--- config.mk ---
export PLATFORM = sky130hd
export DESIGN_NAME = url_path_decode_normalize_flat
export DESIGN_NICKNAME = d
export VERILOG_FILES = /design/src/hdl/upd_pkg.sv /design/src/hdl/upd_if.sv /design/src/hdl/url_path_decode_normalize.sv /design/src/hdl/upd_decode.sv /design/src/hdl/upd_norm.sv /design/src/hdl/upd_outq.sv /design/src/flat_wrapper.sv
export SDC_FILE = /design/constraint.sdc
export NUM_CORES = 1
export LEC_CHECK = 0
export BUFFER_PORTS_ARGS = -buffer_cell sky130_fd_sc_hd__buf_2
export CELL_PAD_IN_SITES_DETAIL_PLACEMENT = 0
export CELL_PAD_IN_SITES_GLOBAL_PLACEMENT = 1
export CORE_MARGIN = 4
export CORE_UTILIZATION = 53
export DETAILED_ROUTE_END_ITERATION = 12
export PLACE_DENSITY_LB_ADDON = 0.1
export SETUP_SLACK_MARGIN = 0.4
export SYNTH_ARGS = -nofsm -noshare
export SYNTH_HDL_FRONTEND = slang
export SYNTH_SLANG_ARGS = --single-unit
--- constraint.sdc ---
create_clock -name clock -period 24.5 [get_ports clock]
set_clock_uncertainty 0.05 [all_clocks]
set_input_delay 0 -clock clock [delete_from_list [all_inputs] [get_ports clock]]
set_output_delay 0 -clock clock [all_outputs]
set_load 0.1 [all_outputs]
--- src/hdl/upd_pkg.sv ---
// Package for the URL path decode and normalize block.
// Holds the character codes, the hex helpers and the structs passed between modules.
// No dependencies.
package upd_pkg;

   // Character codes
   localparam logic [7:0] CH_PCT    = 8'h25;
   localparam logic [7:0] CH_PLUS   = 8'h2B;
   localparam logic [7:0] CH_SPACE  = 8'h20;
   localparam logic [7:0] CH_BSLASH = 8'h5C;
   localparam logic [7:0] CH_QMARK  = 8'h3F;
   localparam logic [7:0] CH_HASH   = 8'h23;
   localparam logic [7:0] CH_SLASH  = 8'h2F;
   localparam logic [7:0] CH_NUL    = 8'h00;

   // Room for the decoded bytes one raw byte can release (at most three: a broken escape, a new '%'
   // and its flush at the end of the target), and most results per item
   localparam int unsigned DEC_SLOTS = 4;
   localparam int unsigned RES_SLOTS = 4;

   // Decoded bytes released by one raw byte, in order
   typedef struct packed {
      logic [2:0]                       count;
      logic [DEC_SLOTS-1:0][7:0]        bytes;
      logic                             last;
   } upd_dec_type;

   // Results caused by one raw byte, in order
   typedef struct packed {
      logic [2:0]                       count;
      logic [RES_SLOTS-1:0][7:0]        bytes;
      logic [RES_SLOTS-1:0]             has;
      logic                             path_end;
   } upd_res_type;

   function automatic logic is_hex(input logic [7:0] c);
      return ((c >= 8'h30) && (c <= 8'h39)) ||
             ((c >= 8'h41) && (c <= 8'h46)) ||
             ((c >= 8'h61) && (c <= 8'h66));
   endfunction

   // Value of a hex digit; letters map through their low nibble plus nine
   function automatic logic [3:0] hex_nibble(input logic [7:0] c);
      logic [3:0] v;
      if ((c >= 8'h30) && (c <= 8'h39)) begin
         v = c[3:0];
      end else if (((c >= 8'h41) && (c <= 8'h46)) || ((c >= 8'h61) && (c <= 8'h66))) begin
         v = c[3:0] + 4'd9;
      end else begin
         v = 4'd0;
      end
      return v;
   endfunction

endpackage

--- src/hdl/upd_if.sv ---
// Stream interfaces for the raw target bytes and the normalized path results.
// Depends on nothing.
interface upd_req_if;
   logic       valid;
   logic       ready;
   logic [7:0] in_byte;
   logic       in_last;

   modport source (output valid, output in_byte, output in_last, input ready);
   modport sink   (input valid, input in_byte, input in_last, output ready);
endinterface

interface upd_rsp_if;
   logic       valid;
   logic       ready;
   logic [7:0] out_byte;
   logic       has_byte;
   logic       path_end;
   logic       run_last;

   modport source (output valid, output out_byte, output has_byte, output path_end,
                   output run_last, input ready);
   modport sink   (input valid, input out_byte, input has_byte, input path_end,
                   input run_last, output ready);
endinterface

--- src/hdl/url_path_decode_normalize.sv ---
// Path: an accepted byte is held in the input register; its results then load the result register.
// Throughput: one byte per cycle while each byte gives at most one result and the output is ready; a byte
// that gives k results (up to four) holds the result register for k transfers.
// Reset (synchronous, active high) empties both registers and clears the state.
// Top level of the URL path decoder; depends on upd_pkg, the stream interfaces,
// upd_decode, upd_norm and upd_outq.
module url_path_decode_normalize import upd_pkg::*; (
   input  logic      clock,
   input  logic      reset,
   upd_req_if.sink   req_ch,
   upd_rsp_if.source rsp_ch
);

   logic        vld_ff, vld_in;
   logic [7:0]  byte_ff;
   logic        last_ff;
   logic        free;
   logic        advance;
   logic        req_xfer;
   upd_dec_type dec;
   upd_res_type res;

   // Consume the held byte when the result register can take its results
   assign advance      = vld_ff && free;
   assign req_ch.ready = !vld_ff || advance;
   assign req_xfer     = req_ch.valid && req_ch.ready;

   always_comb begin
      vld_in = vld_ff;
      if (req_xfer) begin
         vld_in = 1'b1;
      end else if (advance) begin
         vld_in = 1'b0;
      end
   end

   always_ff @(posedge clock) begin
      if (reset) begin
         vld_ff <= 1'b0;
      end else begin
         vld_ff <= vld_in;
      end
   end

   // Capture the input payload on each transfer
   always_ff @(posedge clock) begin
      if (req_xfer) begin
         byte_ff <= req_ch.in_byte;
         last_ff <= req_ch.in_last;
      end
   end

   upd_decode u_decode (
      .clock    (clock),
      .reset    (reset),
      .advance  (advance),
      .raw_byte (byte_ff),
      .raw_last (last_ff),
      .dec      (dec)
   );

   upd_norm u_norm (
      .clock   (clock),
      .reset   (reset),
      .advance (advance),
      .dec     (dec),
      .res     (res)
   );

   upd_outq u_outq (
      .clock  (clock),
      .reset  (reset),
      .load   (advance),
      .res    (res),
      .free   (free),
      .rsp_ch (rsp_ch)
   );

endmodule

--- src/hdl/upd_decode.sv ---
// Percent decoder: escape state registers and the logic that turns one raw byte
// into up to three decoded bytes. Depends on upd_pkg.
module upd_decode import upd_pkg::*; (
   input  logic        clock,
   input  logic        reset,
   input  logic        advance,
   input  logic [7:0]  raw_byte,
   input  logic        raw_last,
   output upd_dec_type dec
);

   typedef enum logic [1:0] {
      ESC_IDLE,
      ESC_PCT,
      ESC_HEX
   } esc_type;

   esc_type    phase_ff, phase_in;
   logic [7:0] held_ff, held_in;

   // Release decoded bytes and work out the next escape state
   always_comb begin
      logic [2:0] n;
      logic       do_idle;
      logic       hex;
      n        = 3'd0;
      do_idle  = 1'b0;
      hex      = is_hex(raw_byte);
      dec      = '0;
      phase_in = phase_ff;
      held_in  = held_ff;

      unique case (phase_ff)
         ESC_PCT: begin
            if (hex) begin
               held_in  = raw_byte;
               phase_in = ESC_HEX;
            end else begin
               phase_in          = ESC_IDLE;
               dec.bytes[n[1:0]] = CH_PCT;
               n                 = n + 3'd1;
               do_idle           = 1'b1;
            end
         end
         ESC_HEX: begin
            held_in  = CH_NUL;
            phase_in = ESC_IDLE;
            if (hex) begin
               dec.bytes[n[1:0]] = {hex_nibble(held_ff), hex_nibble(raw_byte)};
               n                 = n + 3'd1;
            end else begin
               dec.bytes[n[1:0]] = CH_PCT;
               n                 = n + 3'd1;
               dec.bytes[n[1:0]] = held_ff;
               n                 = n + 3'd1;
               do_idle           = 1'b1;
            end
         end
         default: begin
            do_idle = 1'b1;
         end
      endcase

      // Byte seen with no escape pending
      if (do_idle) begin
         if (raw_byte == CH_PCT) begin
            phase_in = ESC_PCT;
         end else if (raw_byte == CH_PLUS) begin
            dec.bytes[n[1:0]] = CH_SPACE;
            n                 = n + 3'd1;
         end else begin
            dec.bytes[n[1:0]] = raw_byte;
            n                 = n + 3'd1;
         end
      end

      // Flush a pending escape literally at the end of the target
      if (raw_last) begin
         if (phase_in == ESC_PCT) begin
            dec.bytes[n[1:0]] = CH_PCT;
            n                 = n + 3'd1;
         end else if (phase_in == ESC_HEX) begin
            dec.bytes[n[1:0]] = CH_PCT;
            n                 = n + 3'd1;
            dec.bytes[n[1:0]] = held_in;
            n                 = n + 3'd1;
         end
         phase_in = ESC_IDLE;
         held_in  = CH_NUL;
      end

      dec.count = n;
      dec.last  = raw_last;
   end

   // Hold escape state; advance once per consumed byte
   always_ff @(posedge clock) begin
      if (reset) begin
         phase_ff <= ESC_IDLE;
         held_ff  <= CH_NUL;
      end else if (advance) begin
         phase_ff <= phase_in;
         held_ff  <= held_in;
      end
   end

endmodule

--- src/hdl/upd_norm.sv ---
// Path normalizer: leading slash, backslash mapping, truncation at '?' or '#'
// and slash collapsing over up to four decoded bytes. Depends on upd_pkg.
module upd_norm import upd_pkg::*; (
   input  logic        clock,
   input  logic        reset,
   input  logic        advance,
   input  upd_dec_type dec,
   output upd_res_type res
);

   logic start_ff, start_in;
   logic prev_ff, prev_in;
   logic trunc_ff, trunc_in;

   // Walk the decoded bytes in order and collect the results
   always_comb begin
      logic [2:0] cnt;
      logic       start;
      logic       prev;
      logic       trunc;
      logic [7:0] c;
      cnt   = 3'd0;
      start = start_ff;
      prev  = prev_ff;
      trunc = trunc_ff;
      c     = CH_NUL;
      res   = '0;

      for (int i = 0; i < DEC_SLOTS; i++) begin
         if ((3'(i) < dec.count) && !trunc) begin
            if (start) begin
               if (cnt < 3'(RES_SLOTS)) begin
                  res.bytes[cnt[1:0]] = CH_SLASH;
                  res.has[cnt[1:0]]   = 1'b1;
                  cnt                 = cnt + 3'd1;
               end
               start = 1'b0;
               prev  = 1'b1;
            end
            c = (dec.bytes[i] == CH_BSLASH) ? CH_SLASH : dec.bytes[i];
            if ((c == CH_QMARK) || (c == CH_HASH)) begin
               trunc = 1'b1;
            end else if (c == CH_SLASH) begin
               if (!prev && (cnt < 3'(RES_SLOTS))) begin
                  res.bytes[cnt[1:0]] = CH_SLASH;
                  res.has[cnt[1:0]]   = 1'b1;
                  cnt                 = cnt + 3'd1;
               end
               prev = 1'b1;
            end else begin
               if (cnt < 3'(RES_SLOTS)) begin
                  res.bytes[cnt[1:0]] = c;
                  res.has[cnt[1:0]]   = 1'b1;
                  cnt                 = cnt + 3'd1;
               end
               prev = 1'b0;
            end
         end
      end

      // End-only marker when the final byte gives no path byte
      if (dec.last && (cnt == 3'd0)) begin
         cnt = 3'd1;
      end

      res.count    = cnt;
      res.path_end = dec.last;

      // Return to the start of a new target after the final byte
      if (dec.last) begin
         start_in = 1'b1;
         prev_in  = 1'b0;
         trunc_in = 1'b0;
      end else begin
         start_in = start;
         prev_in  = prev;
         trunc_in = trunc;
      end
   end

   always_ff @(posedge clock) begin
      if (reset) begin
         start_ff <= 1'b1;
         prev_ff  <= 1'b0;
         trunc_ff <= 1'b0;
      end else if (advance) begin
         start_ff <= start_in;
         prev_ff  <= prev_in;
         trunc_ff <= trunc_in;
      end
   end

endmodule

--- src/hdl/upd_outq.sv ---
// Result register: holds the results of one byte and sends them one per transfer.
// Depends on upd_pkg and upd_rsp_if.
module upd_outq import upd_pkg::*; (
   input  logic          clock,
   input  logic          reset,
   input  logic          load,
   input  upd_res_type   res,
   output logic          free,
   upd_rsp_if.source     rsp_ch
);

   logic [RES_SLOTS-1:0][7:0] bytes_ff;
   logic [RES_SLOTS-1:0]      has_ff;
   logic [2:0]                cnt_ff, cnt_in;
   logic [1:0]                idx_ff, idx_in;
   logic                      end_ff;
   logic                      final_one;
   logic                      xfer;

   assign final_one = ({1'b0, idx_ff} + 3'd1) == cnt_ff;
   assign xfer      = rsp_ch.valid && rsp_ch.ready;
   assign free      = (cnt_ff == 3'd0) || (xfer && final_one);

   // Present the current entry
   assign rsp_ch.valid    = cnt_ff != 3'd0;
   assign rsp_ch.out_byte = bytes_ff[idx_ff];
   assign rsp_ch.has_byte = has_ff[idx_ff];
   assign rsp_ch.run_last = final_one;
   assign rsp_ch.path_end = end_ff && final_one;

   // Advance through the entries; reload when empty or when the last one leaves
   always_comb begin
      cnt_in = cnt_ff;
      idx_in = idx_ff;
      if (xfer) begin
         if (final_one) begin
            cnt_in = 3'd0;
            idx_in = 2'd0;
         end else begin
            idx_in = idx_ff + 2'd1;
         end
      end
      if (load && free) begin
         cnt_in = res.count;
         idx_in = 2'd0;
      end
   end

   always_ff @(posedge clock) begin
      if (reset) begin
         cnt_ff <= 3'd0;
         idx_ff <= 2'd0;
      end else begin
         cnt_ff <= cnt_in;
         idx_ff <= idx_in;
      end
   end

   // Payload needs no reset
   always_ff @(posedge clock) begin
      if (load && free) begin
         bytes_ff <= res.bytes;
         has_ff   <= res.has;
         end_ff   <= res.path_end;
      end
   end

endmodule

--- src/flat_wrapper.sv ---
// flat-port wrapper written by rule: the top's interface ports become plain ports
module url_path_decode_normalize_flat import upd_pkg::*;
  (clock, reset, req_ch_valid, req_ch_in_byte, req_ch_in_last, req_ch_ready, rsp_ch_valid, rsp_ch_out_byte, rsp_ch_has_byte, rsp_ch_path_end, rsp_ch_run_last, rsp_ch_ready);
  upd_req_if req_ch_i ();
  upd_rsp_if rsp_ch_i ();
  input  logic clock;
  input  logic reset;
  input wire logic [$bits(req_ch_i.valid)-1:0] req_ch_valid;
  input wire logic [$bits(req_ch_i.in_byte)-1:0] req_ch_in_byte;
  input wire logic [$bits(req_ch_i.in_last)-1:0] req_ch_in_last;
  output wire logic [$bits(req_ch_i.ready)-1:0] req_ch_ready;
  output wire logic [$bits(rsp_ch_i.valid)-1:0] rsp_ch_valid;
  output wire logic [$bits(rsp_ch_i.out_byte)-1:0] rsp_ch_out_byte;
  output wire logic [$bits(rsp_ch_i.has_byte)-1:0] rsp_ch_has_byte;
  output wire logic [$bits(rsp_ch_i.path_end)-1:0] rsp_ch_path_end;
  output wire logic [$bits(rsp_ch_i.run_last)-1:0] rsp_ch_run_last;
  input wire logic [$bits(rsp_ch_i.ready)-1:0] rsp_ch_ready;
  assign req_ch_i.valid = req_ch_valid;
  assign req_ch_i.in_byte = req_ch_in_byte;
  assign req_ch_i.in_last = req_ch_in_last;
  assign req_ch_ready = req_ch_i.ready;
  assign rsp_ch_valid = rsp_ch_i.valid;
  assign rsp_ch_out_byte = rsp_ch_i.out_byte;
  assign rsp_ch_has_byte = rsp_ch_i.has_byte;
  assign rsp_ch_path_end = rsp_ch_i.path_end;
  assign rsp_ch_run_last = rsp_ch_i.run_last;
  assign rsp_ch_i.ready = rsp_ch_ready;
  url_path_decode_normalize u_core (.clock(clock), .reset(reset), .req_ch(req_ch_i), .rsp_ch(rsp_ch_i));
endmodule
### After elaboration in Yosys (flattened, before gate mapping)

Cells that the tools add are included.
Widths: inputs -> output; s select.

| cells by class | value |
|---|---|
| add/sub/neg operators | 14 |
| multipliers | 0 |
| divide/modulo/power cells | 0 |
| $lt $le $gt $ge | 44 |
| eq/ne operators | 23 |
| shift operators | 0 |
| muxes and demuxes | 187 |
| bitwise operators | 34 |
| reduce and logical (&&, ||, !) cells | 59 |

Operators by type and width:

| cell | count |
|---|---|
| $mux 36 | 29 |
| $bwmux 32 | 6 |
| $mux 32 | 6 |
| $mux 8 | 21 |
| $demux 8 s2 | 10 |
| $or 20x20->20 | 6 |
| $mux 3 | 39 |
| $eq 8x6->1 const B | 14 |
| $not 12->12 | 7 |
| $and 12x12->12 | 6 |
| $mux 1 | 51 |
| $lt 2x3->1 const B | 11 |
| $eq 8x7->1 const B | 4 |
| $ge 8x7->1 const B | 4 |
| $le 8x7->1 const B | 4 |
| $pmux 8 s2 | 2 |
| $logic_and 1x1->1 | 31 |
| $add 3x1->3 const B | 10 |
| $and 14x28->28 | 1 |
| $not 28->28 | 1 |
| $or 4x4->4 | 6 |
| $lt 3x3->1 const B | 7 |
| $and 20x20->20 | 1 |
| $ge 2x1->1 const B | 10 |
| other kinds (30) | 74 |

| word-level totals | value |
|---|---|
| bits in registers | 65 |
| bits in latches | 0 |
| memory bits (writable) | 0 |
| ROM bits | 0 |
| bits of input ports | 13 |
| output and inout port bits | 13 |
| logic and storage cells | 377 |
| memories | 0 |

### Depth between registers and ports, before layout

Gate-level depths: netlist of run 1.

| depth | value |
|---|---|
| depth in word-level cells | 60 |
| gate-level depth with buffers | 45 |
| gate-level depth less buffers | 45 |

### Hierarchy

Synthesis of run 1 repeated with hierarchy kept, for this count alone.

| unflattened totals | value |
|---|---|
| cell total of the unflattened synthesis | 854 |
| area total of the unflattened synthesis | 7250.7 sq um |

By module, submodules not included:

| module | instances | cells each | area an instance (sq um) | seq. area each (sq um) |
|---|---|---|---|---|
| upd_norm | 1 | 474 | 3150.5 | 60.1 |
| upd_decode | 1 | 284 | 2144.6 | 200.2 |
| upd_outq | 1 | 81 | 1622.8 | 1211.2 |
| url_path_decode_normalize | 1 | 15 | 332.8 | 290.3 |

### Worst setup path before layout of run 1

Ideal clock, no wire load.

| path | value |
|---|---|
| kind | reg-to-reg |
| start | register u_core.byte_ff[7] |
| end | register u_core.u_outq.cnt_ff[0] |
| setup time | 0.131 ns |
| arrival time | 8.438 ns |
| data required time | 24.319 ns |
| path slack | 15.881 ns |
| cell stages (with the launch flop) | 43 |
| path buffers | 3 |
| clock period less this slack | 8.619 ns |
| cell sequence | edfxtp_1 buf_4 or4b_4 or3_4 nand3_1 clkbuf_1 ha_1 a31oi_1 inv_1 ha_1 o21ai_0 nor2_1 o21ai_2 nand2_1 or4_1 a21oi_4 a211oi_1 a211oi_1 [... 7 more ...] o21bai_1 inv_1 ha_1 nor2_1 nor2_1 inv_1 ha_1 clkbuf_1 inv_1 ha_1 a41oi_2 a22oi_2 nor2_2 ha_1 a31oi_1 a221oi_1 nand4b_1 a21oi_1 |

| on the way | value |
|---|---|
| longest elaborated chain between the ends | 60 |
| elaborated cells on any way between the ends | 179 |
| classes of those cells | 9 x add/sub; 22 x order compare; 20 x eq/ne; 94 x mux; 6 x bitwise; 28 x reduce/logical |

RTL lines:

| item | RTL line | source |
|---|---|---|
| start: declaration | url_path_decode_normalize.sv:15 | `logic [7:0] byte_ff;` |
| start signal: assignment | url_path_decode_normalize.sv:48 | `byte_ff <= req_ch.in_byte;` |
| parallel branches: the longest is 55 deep, another holds $ge 8x6->1 | n/a |  |
| $mux 3 * | upd_norm.sv:30 | `if ((3'(i) < dec.count) && !trunc) begin` |
| $logic_not 3->1 | upd_norm.sv:62 | `if (dec.last && (cnt == 3'd0)) begin` |
| $logic_and 1x1->1 | upd_norm.sv:62 |  |
| $mux 3 * | upd_norm.sv:62 |  |
| $mux 3 * | upd_outq.sv:43 | `if (load && free) begin` |
| end signal: assignment | upd_outq.sv:54 | `cnt_ff <= cnt_in;` |
| end: declaration | upd_outq.sv:14 | `logic [2:0] cnt_ff, cnt_in;` |

Mark *: on every way between the ends. The select of a mux whose other input is x is not followed.
A chain may end at the register's enable or synchronous reset.

==> results of run 1 <==
final timing paths:
kind | startpoint | endpoint | slack, ps
hold reg to reg | u_core.u_outq.cnt_ff[1] | u_core.u_outq.cnt_ff[1] | 490
setup reg to reg | u_core.byte_ff[0] | u_core.u_outq.bytes_ff[16] | 13520
hold / removal | rsp_ch_ready | u_core.u_outq.idx_ff[1] | 60
setup / recovery | u_core.byte_ff[0] | u_core.u_outq.bytes_ff[16] | 13520
flip-flops by register name (all words and copies together) (netlist names):
register and cells:
u_core.u_norm.start_ff 1, u_core.last_ff 1, u_core.u_outq.bytes_ff 32, u_core.vld_ff 1, u_core.byte_ff 8, u_core.u_outq.cnt_ff 3
u_core.u_norm.trunc_ff 1, u_core.u_decode.phase_ff 2, u_core.u_outq.idx_ff 2, u_core.u_decode.held_ff 8, u_core.u_outq.has_ff 4, u_core.u_norm.prev_ff 1
u_core.u_outq.end_ff 1
power by group:
part / total [mW] / internal, mW / switching (mW) / leakage (nW)
Clock: 0.128 / 0.0756 / 0.0527 / 0.146
Combinational: 0.0526 / 0.0156 / 0.0370 / 2.30
Sequential: 0.129 / 0.123 / 0.00586 / 0.570
Total: 0.310 / 0.214 / 0.0956 / 3.02
critical path: cells and delay by family, from the launching register on:
kind / cells / cell delay, ps
xor+xnor: 1 / 150
mux: 3 / 1100
compound gates: 13 / 3710
fa+ha+maj: 6 / 1550
buf+inv: 4 / 750
flops: 1 / 530
simple gates: 11 / 2840
routing by layer:
| metal | part of all wire (%) | track usage [%] |
|---|---|---|
| met4 | 2.9 | 9.24 |
| met2 | 42 | 50.5 |
| met1 | 42 | 49.3 |
| met5 | 0 | 0 |
| met3 | 14 | 10.2 |
kinds of logic after synthesis:
kind of cell / share of synthesized area (%)
AOI/OAI and AO/OA: 32.7
xor gates and xnor gates: 1.12
adders and majority gates: 7.65
buffers and inverters: 5.26
DFF: 22.9
muxes: 4.33
and+or+nand+nor: 26.0
layout make-up:
type / instances / area, sq um / share of cell area [%]
Clock inverter: 6 / 50.0 / 0.606
Sequential cell: 65 / 1760 / 21.3
Timing Repair Buffer: 42 / 283 / 3.42
Multi-Input combinational cell: 792 / 5520 / 66.8
Inverter: 46 / 173 / 2.09
Tap cell: 180 / 225 / 2.72
Clock buffer: 10 / 250 / 3.03
cell usage in the layout (no fill, tap or decap), types with 18 or more instances in the layout:
master / count
nand2_1: 123
nor2_1: 68
o21ai_0: 61
a21oi_1: 55
ha_1: 47
edfxtp_1: 46
inv_1: 43
nand3_1: 34
a22oi_1: 30
buf_2: 25
and2_1: 22
nor3_1: 19
and3_1: 19
dfxtp_1: 19
o22ai_1: 18
repair_timing:
item                                   in CTS  in global routing
resized for setup                           0                  0
endpoints found under the hold margin      15                  0
buffers inserted                            0                  0
hold buffers                               12                  0
==> out/results.ini, run 1 <==
[placement]
io_buffers=25
dp_slack_ps=13900
gp_congestion=1.01
dpl.hpwl_mm=22.4
dp_cells=1113
place_area_sq_mm=0.00785

[worst_hold_path]
min_path_cells=4
hold_class=in2reg

[synthesis]
synth-seq-cells=65
synth.area.top_cells=edfxtp_1 (18%), ha_1 (7.6%), nand2_1 (6.0%), dfxtp_1 (4.9%), o21ai_0 (4.0%)
yosysMostFrequentCell=nand2_1
yosys.area.top_type_share_pct=18.0
ys_warn_count=0
synth_flop_cell=edfxtp_1
postSynthAreaPerCell_sq_um=8.10
ys_async_sr_fraction_pct=0
yosysUniqueCellTypes=115
yosys.area.top_type=edfxtp_1
syn_nets=1009
synth_area_sq_mm=0.00769
ys_seq_area_share_pct=22.9
synthTopCellsByCount=nand2_1 (123), nor2_1 (68), o21ai_0 (61)
synth_edf_count=46
synth_cells=949

[sta]
worst_slack_ps=13520
timing.slew.headroom_pct=19.8
fmax_mhz=91.1
fin_tns_setup_ps=0
period_share_pct=44.8
setup_viol=0
hold_viol_final=0
fin_crit_ps=10980
tightest_slew_ps=1200
worst_hold_slack_ps=55.2
rsz0062_at_grt=false
drv_slew=0

[worst_setup_path]
worstSetupPathType=reg2reg
cpMostUsedCell=ha_1
arrival_ps=10990
cp_max_fo=11
reg2reg_depth=38
critical_path.max_stage_delay_ps=700
cp-end-kind=flop
critPathLaunchType=flop
cpMaxStageDelayCell=or2_0
cp_data_required_time_ps=24510

[die]
initial_utilization_pct=54.8
die_w_um=128
rows=43
dieArea_sq_mm=0.0165
chipHeight_um=128
ios=26
core_sq_mm=0.0140

[global_route]
grt_pass1_wl_mm=44.2
antenna_found_initial=0
grt_pass1_vias=7472
grt_start_max_net_pins=47
grt_overflow=0
track_usage_pct=34.4

[clock_tree]
cts_tree=built
clkLatencyLatePin_ps=350
cts_root_buf=clkbuf_16
cts_buffer_depth=2
clock_sinks=65
path_clk_slew_ps=60
htreeDepth=3
numCtsBuffers=9

[finish]
nets=1016
fin_cells=1141
stdcell_area_sq_mm=0.00827
area_growth_pct=7.50
utilization_pct=58.9
fill_cells=1262
diodes=0
drive_gt1_share_pct=12.3

[detailed_routing]
dr.pass1.iters=6
drtIter0Drc=1333
routed_via_density=7.34
ant_nets=0
route.detailed.drc=0
vias=8380
routed_wl_mm=29.2
wl_per_cell_um=25.6

[outcome]
status=complete, no violations

[run]
drv_cap=0

[pwr]
power_density_mw_per_mm2=37.5
ir_drop_mv=0.0369
p_leak_nw=3.02
total_power_mw=0.310

No activity file was read; power rests on OpenSTA's default activity.
==> inputs of run 2 (changes only) <==
CORE_UTILIZATION = 49   (was 53)
clock period = 10.41 ns   (was 24.5 ns; I/O delays follow)
==> run 2 against run 1 <==
  * Non-clock buffer count is 11 higher
  * Count of clock-buffer cells in the layout is 1 lower
  * Power is 140% higher
  * Utilization is 3.8 points lower
  * First-iteration DRC count is 21% lower
  * Setup slack worse by 13000 ps
  * Die area is 7.6% higher
  * Largest cell class unchanged
==> out/results.ini, run 2 (synthesized netlist as in run 1, its figures left out) <==
[detailed_routing]
ant_nets=0  ; unchanged
routed_via_density=7.00  ; -4.7%
drtIter0Drc=1047  ; -21%
route.detailed.drc=0  ; unchanged
wl_per_cell_um=25.0  ; -2.4%
vias=8278  ; -1.2%
dr.pass1.iters=6  ; unchanged
routed_wl_mm=29.5  ; +1.2%

[finish]
nets=1027  ; +1.1%
largest_reg_flops=32  ; unchanged
final_cell_mix=nand2_1 (123), nor2_1 (67), o21ai_0 (60)
area_growth_pct=9.68
fin_cells=1183  ; +3.7%
final_common_cell=nand2_1
reg_top3=u_core.u_outq.bytes_ff x32, u_core.byte_ff x8, u_core.u_decode.held_ff x8
drive_gt1_share_pct=14.2  ; +1.9 points
top_register=u_core.u_outq.bytes_ff
fill_cells=1468  ; +16%
diodes=0  ; unchanged

[pwr]
total_power_mw=0.747  ; +140%
sequentialPowerShare_pct=40.6  ; -1.0 points
power.share.clock_pct=42.2  ; +0.8 points
power_density_mw_per_mm2=88.5  ; +140%
swShare_pct=30.7  ; -0.16 points
pwr-share-comb_pct=17.2  ; +0.2 points
p_leak_nw=3.07  ; +1.7%
p_int_mw=0.518  ; +140%
ir_drop_mv=0.0751  ; +100%
p_switching_mw=0.229  ; +140%

[sta]
drv_slew=0  ; unchanged
period_share_pct=91.6  ; +47 points
hold_viol_final=0  ; unchanged
timing.slew.headroom_pct=23.0  ; +3.2 points
rsz0062_at_grt=false
worst_slack_ps=876  ; -12,650 ps
setup_viol=0  ; unchanged
tightest_slew_ps=1150  ; -46.7 ps
fin_crit_ps=9530  ; -1440 ps
fin_tns_setup_ps=0  ; unchanged
fmax_mhz=105  ; +15%

[clock_tree]
htreeDepth=3  ; unchanged
cts_root_buf=clkbuf_16
clkLatencyLatePin_ps=350  ; about the same
cts_buffer_depth=2  ; unchanged
clock_sinks=65  ; unchanged
cts_tree=built
numCtsBuffers=9  ; unchanged
path_clk_slew_ps=60  ; about the same

[global_route]
track_usage_pct=32.4  ; -2.0 points
antenna_found_initial=0  ; unchanged
grt_overflow=0  ; unchanged
grt_start_max_net_pins=47  ; unchanged
grt_pass1_wl_mm=44.8  ; +1.4%
grt_pass1_vias=7458  ; -0.19%

[die]
initial_utilization_pct=50.2  ; -4.5 points
chipHeight_um=133  ; +3.8%
core_sq_mm=0.0153  ; +9.1%
die_w_um=133  ; +3.8%
rows=45  ; +4.7%
ios=26  ; unchanged
dieArea_sq_mm=0.0178  ; +7.6%

[placement]
dp_cells=1149  ; +3.2%
io_buffers=25  ; unchanged
dp_slack_ps=335  ; -13,560 ps
dpl.hpwl_mm=22.9  ; +2.6%
gp_congestion=1.11  ; +9.9%

[run]
drv_cap=0  ; unchanged

[worst_hold_path]
hold_class=in2reg
holdPathEnd=u_core.u_outq.idx_ff[0]
hold_start=rsp_ch_ready
min_path_cells=4  ; unchanged

[worst_setup_path]
reg2reg_depth=40  ; +5.3%
cp_data_required_time_ps=10440  ; -14,070 ps
cpMaxStageDelayCell=edfxtp_1
rr_startpoint=u_core.byte_ff[4]
cp_max_fo=10  ; -1
arrival_ps=9560  ; -1430 ps
critical_path.max_stage_delay_ps=640  ; -60 ps
cp_top_family=simple AND/OR/NAND/NOR gates
worstSetupPathType=reg2reg
r2r_slack_ps=880  ; -12,650 ps
critPathLaunchType=flop
crit_buf_inv=4  ; unchanged
regToRegEndpoint=u_core.u_outq.bytes_ff[27]
cp-end-kind=flop

[outcome]
status=complete, no violations

run 2: layout make-up:
type | instances | area, sq um | area share, %
multi-input cells | 792 | 5560 | 65.9
well taps | 211 | 264 | 3.13
inverters | 46 | 176 | 2.09
repair buffers | 53 | 365 | 4.33
clock buffers | 9 | 225 | 2.67
flip-flops and latches | 65 | 1760 | 20.9
clock inverters | 7 | 80.1 | 0.950
run 2: per-stage QoR:
stage                     instance area, sq um  hold slack [ps]  utilization, %
after floorplan                           7690             48.9               -
after global placement                    7920              127            51.7
after detailed placement                  7920              128            51.7
after CTS                                 8350             29.3            54.5
after global routing                      8430             89.9            55.1
final                                     8430             44.8            55.1
run 2: tightest hold or removal path, delay by kind of cell:
family | cells | cell delay, ps
buffers and inverters | 1 | 90
AND/OR/NAND/NOR | 2 | 140
AO/OA/AOI/OAI | 1 | 160
run 2: repair_timing:
action                                 CTS  global route
pin swaps                                0             1
buffers inserted                         0             6
endpoints found under the hold margin   15             0
resized for setup                        1            12
setup endpoints to repair               14            39
hold buffers                            12             0
run 2: worst max path at each step:
stage / startpoint / end / slack [ps] / cells past startpoint
after floorplan: u_core.byte_ff[7] / u_core.u_outq.cnt_ff[0] / 1790 / 42
after global placement: u_core.byte_ff[1] / u_core.u_outq.has_ff[2] / 780 / 38
after detailed placement: u_core.byte_ff[0] / u_core.u_outq.has_ff[2] / 340 / 38
after CTS: u_core.byte_ff[0] / u_core.u_outq.has_ff[2] / 490 / 42
after global routing: u_core.byte_ff[1] / u_core.u_outq.has_ff[2] / 340 / 42
final: u_core.byte_ff[4] / u_core.u_outq.bytes_ff[27] / 880 / 40
run 2: layer usage:
metal,global-route usage (%),vias to the layer above,routed length (um)
met2,47.0,561,12400
met1,47.0,3953,12500
met5,0,-,0
li1,-,3687,-
met4,9.49,0,867
met3,8.76,77,3700
run 2: power by group through the flow:
stage               Clock (mW)  Combinational, mW  Sequential, mW
floorplan                    0             0.0919           0.299
global placement             0              0.117           0.307
detailed placement           0              0.118           0.308
CTS                      0.320              0.122           0.303
global route             0.331              0.137           0.304
finish                   0.315              0.129           0.303
